`src/sv/vertical_gradient_peak_marker_assert.svh`:
```
// Assertion macros for the vertical gradient peak marker.
`ifndef VERTICAL_GRADIENT_PEAK_MARKER_ASSERT_SVH
`define VERTICAL_GRADIENT_PEAK_MARKER_ASSERT_SVH
`ifndef SYNTHESIS
`define VGPM_ASSERT(label, clk, rst_n, expr, msg) \
  label: assert property (@(posedge clk) disable iff (!rst_n) (expr)) else $error(msg);
`define VGPM_ASSERT_NEXT(label, clk, rst_n, ante, cons, msg) \
  label: assert property (@(posedge clk) disable iff (!rst_n) (ante) |=> (cons)) else $error(msg);
`else
`define VGPM_ASSERT(label, clk, rst_n, expr, msg)
`define VGPM_ASSERT_NEXT(label, clk, rst_n, ante, cons, msg)
`endif
`endif

```
`src/sv/vgpm_pkg.sv`:
```
`default_nettype none
package vgpm_pkg;

  localparam int MAX_SIZE_X  = 256;
  localparam int MAX_SIZE_Y  = 256;
  localparam int MAX_SIZE_Z  = 1024;
  localparam int MIN_SIZE_Z  = 5;
  localparam int SAMPLE_BITS = 24;

  localparam int X_BITS     = $clog2(MAX_SIZE_X);
  localparam int Y_BITS     = $clog2(MAX_SIZE_Y);
  localparam int CELL_BITS  = X_BITS + Y_BITS;
  localparam int PLANE_SIZE = MAX_SIZE_X * MAX_SIZE_Y;

  // register field widths
  localparam int SX_BITS    = 9;
  localparam int SY_BITS    = 9;
  localparam int SZ_BITS    = 11;
  localparam int SCALE_BITS = 16;

  // plane counter also covers the two drain planes
  localparam int Z_BITS  = SZ_BITS;
  localparam int ZE_BITS = Z_BITS + 1;

  localparam int DIFF_BITS = SAMPLE_BITS + 1;
  localparam int PROD_BITS = DIFF_BITS + SCALE_BITS + 1;
  localparam int GRAD_BITS = SAMPLE_BITS + 1;

  localparam logic signed [PROD_BITS-1:0] ROUND_BIAS = PROD_BITS'(128);
  localparam int ROUND_SHIFT = 8;
  localparam logic signed [PROD_BITS-1:0] Q_MAX =
    PROD_BITS'((64'sd1 <<< (SAMPLE_BITS - 1)) - 64'sd1);
  localparam logic signed [PROD_BITS-1:0] Q_MIN =
    PROD_BITS'(-(64'sd1 <<< (SAMPLE_BITS - 1)));

  localparam int IN_DATA_BITS  = ((SAMPLE_BITS + 7) / 8) * 8;
  localparam int OUT_DATA_BITS = ((2 * SAMPLE_BITS + 7) / 8) * 8;

  localparam int ADDR_BITS = 5;
  localparam int DATA_BITS = 32;

  localparam logic [SX_BITS-1:0]    RST_SIZE_X = SX_BITS'(256);
  localparam logic [SY_BITS-1:0]    RST_SIZE_Y = SY_BITS'(256);
  localparam logic [SZ_BITS-1:0]    RST_SIZE_Z = SZ_BITS'(1024);
  localparam logic [SCALE_BITS-1:0] RST_SCALE  = SCALE_BITS'(256);

  typedef enum logic [2:0] {
    REG_SIZE_X,
    REG_SIZE_Y,
    REG_SIZE_Z,
    REG_DUMMY_LIMIT,
    REG_GRADIENT_SCALE
  } reg_idx_t;

  typedef logic signed [SAMPLE_BITS-1:0] sample_t;

  typedef struct packed {
    logic    dummy;
    sample_t value;
  } grad_t;

  typedef struct packed {
    logic [SX_BITS-1:0]    size_x;
    logic [SY_BITS-1:0]    size_y;
    logic [SZ_BITS-1:0]    size_z;
    sample_t               dummy_limit;
    logic [SCALE_BITS-1:0] gradient_scale;
    logic                  restart;
  } cfg_t;

endpackage
`default_nettype wire

```
`src/sv/vgpm_cfg.sv`:
```
`default_nettype none
module vgpm_cfg (
  input  logic                           clk,
  input  logic                           rst_n,
  input  logic                           psel,
  input  logic                           penable,
  input  logic                           pwrite,
  input  logic [vgpm_pkg::ADDR_BITS-1:0] paddr,
  input  logic [vgpm_pkg::DATA_BITS-1:0] pwdata,
  output logic [vgpm_pkg::DATA_BITS-1:0] prdata,
  output vgpm_pkg::cfg_t                 cfg
);
  import vgpm_pkg::*;

  logic                  wr_en;
  reg_idx_t              idx;
  logic [SX_BITS-1:0]    wx;
  logic [SY_BITS-1:0]    wy;
  logic [SZ_BITS-1:0]    wz;
  logic [SX_BITS-1:0]    size_x_r, size_x_nxt;
  logic [SY_BITS-1:0]    size_y_r, size_y_nxt;
  logic [SZ_BITS-1:0]    size_z_r, size_z_nxt;
  sample_t               dlim_r;
  logic [SCALE_BITS-1:0] scale_r;

  assign wr_en = psel & penable & pwrite;
  assign idx   = reg_idx_t'(paddr[ADDR_BITS-1:2]);
  assign wx    = pwdata[SX_BITS-1:0];
  assign wy    = pwdata[SY_BITS-1:0];
  assign wz    = pwdata[SZ_BITS-1:0];

  always_comb begin
    size_x_nxt = (wx < SX_BITS'(1)) ? SX_BITS'(1) :
                 (wx > SX_BITS'(MAX_SIZE_X)) ? SX_BITS'(MAX_SIZE_X) : wx;
    size_y_nxt = (wy < SY_BITS'(1)) ? SY_BITS'(1) :
                 (wy > SY_BITS'(MAX_SIZE_Y)) ? SY_BITS'(MAX_SIZE_Y) : wy;
    size_z_nxt = (wz < SZ_BITS'(MIN_SIZE_Z)) ? SZ_BITS'(MIN_SIZE_Z) :
                 (wz > SZ_BITS'(MAX_SIZE_Z)) ? SZ_BITS'(MAX_SIZE_Z) : wz;
  end

  always_ff @(posedge clk) begin
    if (!rst_n) begin
      size_x_r <= RST_SIZE_X;
      size_y_r <= RST_SIZE_Y;
      size_z_r <= RST_SIZE_Z;
      dlim_r   <= sample_t'(Q_MAX[SAMPLE_BITS-1:0]);
      scale_r  <= RST_SCALE;
    end else if (wr_en) begin
      case (idx)
        REG_SIZE_X:         size_x_r <= size_x_nxt;
        REG_SIZE_Y:         size_y_r <= size_y_nxt;
        REG_SIZE_Z:         size_z_r <= size_z_nxt;
        REG_DUMMY_LIMIT:    dlim_r   <= sample_t'(pwdata[SAMPLE_BITS-1:0]);
        REG_GRADIENT_SCALE: scale_r  <= pwdata[SCALE_BITS-1:0];
        default: ;
      endcase
    end
  end

  always_comb begin
    case (idx)
      REG_SIZE_X:         prdata = DATA_BITS'(size_x_r);
      REG_SIZE_Y:         prdata = DATA_BITS'(size_y_r);
      REG_SIZE_Z:         prdata = DATA_BITS'(size_z_r);
      REG_DUMMY_LIMIT:    prdata = DATA_BITS'($unsigned(dlim_r));
      REG_GRADIENT_SCALE: prdata = DATA_BITS'(scale_r);
      default:            prdata = '0;
    endcase
  end

  always_comb begin
    cfg.size_x         = size_x_r;
    cfg.size_y         = size_y_r;
    cfg.size_z         = size_z_r;
    cfg.dummy_limit    = dlim_r;
    cfg.gradient_scale = scale_r;
    // a size write starts a new volume
    cfg.restart        = wr_en &&
                         (idx == REG_SIZE_X || idx == REG_SIZE_Y || idx == REG_SIZE_Z);
  end

endmodule
`default_nettype wire

```
`config.mk`:
```
export PLATFORM = sky130hd
export DESIGN_NAME = vgpm_cfg
export DESIGN_NICKNAME = d
export VERILOG_FILES = /design/src/sv/vertical_gradient_peak_marker_assert.svh /design/src/sv/vgpm_pkg.sv /design/src/sv/vgpm_cfg.sv
export SDC_FILE = /design/constraint.sdc
export NUM_CORES = 1
export LEC_CHECK = 0
export BUFFER_PORTS_ARGS = -buffer_cell sky130_fd_sc_hd__buf_2
export CORE_MARGIN = 2
export CORE_UTILIZATION = 45
export CTS_CLUSTER_SIZE = 40
export DETAILED_ROUTE_END_ITERATION = 12
export PLACE_DENSITY = 0.87
export SLEW_MARGIN = 10
export SYNTH_ARGS = -nofsm -noshare
export SYNTH_HDL_FRONTEND = slang
export SYNTH_SLANG_ARGS = --single-unit
export TNS_END_PERCENT = 20
```
`constraint.sdc`:
```
create_clock -name clk -period 2.09 [get_ports clk]
set_input_delay 0.418 -clock clk [delete_from_list [all_inputs] [get_ports clk]]
set_output_delay 0.418 -clock clk [all_outputs]
set_load 0.1 [all_outputs]
```
==> out/qor.yml <==
global_route:
  grt_max_degree: 36
  grt_pass1_wl_mm: 16.6
  track_usage_pct: 27.2
  overflow: 0
  antenna_found_initial: 0
  grt_pass1_vias: 3298
logic_synthesis:
  yosysSeqAreaShare_pct: 42.1
  yosysUniqueCellTypes: 38
  synth_warnings: 0
  ys_ff_latch: 69
  synthTopCellsByArea: "dfxtp_1, nand2_1, mux2i_1"
  netlist_area_sq_um: 3280
  postSynthCellCount: 406
  netlist_top_cells_count: "nand2_1, dfxtp_1, nand3_1, mux2i_1, clkbuf_1"
  avgSynthCellArea_sq_um: 8.07
  synth_top_area_share_pct: 42.1
  synth_top_cell_by_area: "dfxtp_1"
  synth_edf_count: 0
  async_flop_share_pct: 0
  post-synth-top-count-cell: "nand2_1"
  synthFlopType: "dfxtp_1"
cells_and_area:
  area_growth_pct: 47.7
  final_cell_area_sq_um: 4840
  final_cells: 639
  layout.nets: 577
  drive_gt1_share_pct: 36.9
  insertedDiodeCount: 0
  fin_util_pct: 67.8
critical_path:
  setup.worst_path.end_class: "output port"
  crit_type: "in -> out"
  cp.arrival_ns: 1.60
  critical_path.max_fanout: 11
  crit_path_max_incr_delay_ns: 0.25
  crit_path_start_kind: "primary input"
  critical_path_required_ns: 1.67
  path_cells: "clkbuf_4, buf_4, mux2i_1, nor2_1, a21oi_1, o22ai_4, buf_12"
  crit_path_top_delay_cell: "a21oi_1"
floorplanning:
  die_area_sq_um: 7980
  core_area_sq_um: 7140
  placementRows: 31
  die_y_microns: 89.4
  io_pins: 144
  initial_utilization_pct: 45.9
  die_width_microns: 89.4
clock_tree:
  clock_latency_ns: 0.35
  cts.clk_slew.worst_paths_ns: 0.08
  htreeDepth: 3
  cts_tree: "done"
  clockRootBuffer: "clkbuf_8"
  numClockSinks: 69
  clockBufferDepth: 2
  ctsHoldBuffers: 0
  numCtsBuffers: 9
detailed_routing:
  routed_wl_mm: 10.9
  drc: 0
  avgViaCountPerCell: 5.55
  vias: 3545
  dr.pass1.iters: 5
  drtIter0Drc: 265
  wl_per_cell_microns: 17.0
  postRouteAntennaNets: 0
sta:
  fin_crit_ns: 2.02
  max_freq_ghz: 0.496
  worst_slew_margin_rel_pct: 65.8
  drv_slew: 0
  rsz0062_at_grt: "false"
  hold_viol_final: 0
  tightest_slew_ns: 0.511
  skew_ns: 0
  min_period_over_period_pct: 96.4
  setup_viol: 0
worst_hold_path:
  hp-class: "in -> reg"
placed_design:
  port_buffers: 125
  globalplace.congestion: 0.970
  place_area_sq_um: 4590
  place_inst: 621
  hpwl_mm: 8.03
job:
  drv_cap: 0
power:
  power.density_nw_per_um2: 675
  leakage_nw: 2.16
  ir_worst_vdd_mv: 0.371
run_status:
  outcome: "complete, no violations"
## layout by cell type, fill, tap and decap left out, drive strengths merged
master,synthesis,routed
a21boi,25,25
a21oi,9,9
a22o,5,5
a31oi,1,1
and2,8,8
and4,1,1
buf,21,151
bufinv,0,2
clkbuf,20,12
clkinvlp,0,3
conb,1,8
dfxtp,69,69
mux2i,26,26
nand2,109,109
nand2b,3,3
nand3,38,38
nand3b,3,3
nand4,7,7
nand4bb,1,1
nor2,11,11
nor2b,12,12
nor3,4,4
nor3b,2,2
o211ai,1,1
o21ai,7,7
o22ai,9,9
o31a,1,1
o31ai,4,4
o41ai,1,1
or2,1,1
or3,4,4
or4,2,2
## registers in the layout, indices dropped and copies added (netlist names)
register	flops
dlim_r	24
scale_r	16
size_x_r	9
size_z_r	11
size_y_r	9
## worst max-delay path: cells and delay by family
kind,cells,cell delay (ns)
mux,1,0.17
compound gates,2,0.37
buf+inv,3,0.57
simple gates,1,0.06
## layer usage
layer / up-vias / GRT usage, % / part of all wire, %
met5: - / 0 / 0
met3: 28 / 4.62 / 8.0
met2: 198 / 46.9 / 50
li1: 1627 / - / -
met4: 0 / 9.63 / 2.4
met1: 1692 / 34.2 / 39
## area by class of cell
cell class	count	area (sq um)
timing repair buffer	152	1220
multi-input combinational	303	1870
fill	567	2290
clock inverter	5	82.6
clock buffer	11	151
tap	99	124
sequential	69	1400
## metrics by stage
stage / power (mW) / TNS (ns) / hold WS [ns] / worst slack, ns
CTS: 3.27 / 0 / 0.262 / 0.0172
global placement: 2.02 / 0 / 0.452 / 0.0339
global route: 3.36 / 0 / 0.267 / 0.0292
finish: 3.27 / 0 / 0.266 / 0.0745
detailed placement: 2.03 / -0.0283 / 0.461 / -0.0283
floorplan: 1.84 / -4.79 / 0.542 / -0.334
## report_power, final
group	internal (mW)	switching [mW]
combinational	0.197	0.478
sequential	1.33	0.00908
clock	0.736	0.522
## worst paths after layout
| path | start | to | slack (ns) | cells past startpoint |
|---|---|---|---|---|
| worst min-delay path | pwdata[19] | dlim_r[19] | 0.27 | 3 |
| worst max-delay path | paddr[3] | prdata[7] | 0.07 | 7 |
| worst min register to register | scale_r[5] | scale_r[5] | 0.47 | 2 |
| worst max register to register | size_z_r[0] | size_z_r[0] | 1.34 | 2 |
## kinds of logic (layout without fill, tap and decap cells)
logic type | Yosys count | count (layout) | share of synthesized area, %
buf+inv | 41 | 168 | 6.49
simple gates | 206 | 206 | 29.7
mux | 26 | 26 | 7.94
flops | 69 | 69 | 42.1
compound gates | 63 | 63 | 13.7
other cells | 1 | 8 | 0.114
## what timing repair did
item,in CTS,in global routing
pin swaps,1,0
gates resized for setup,0,1
setup buffers,2,0
endpoints found under the setup margin,1,4
cloned,0,0
(Power assumes the default switching activity.)
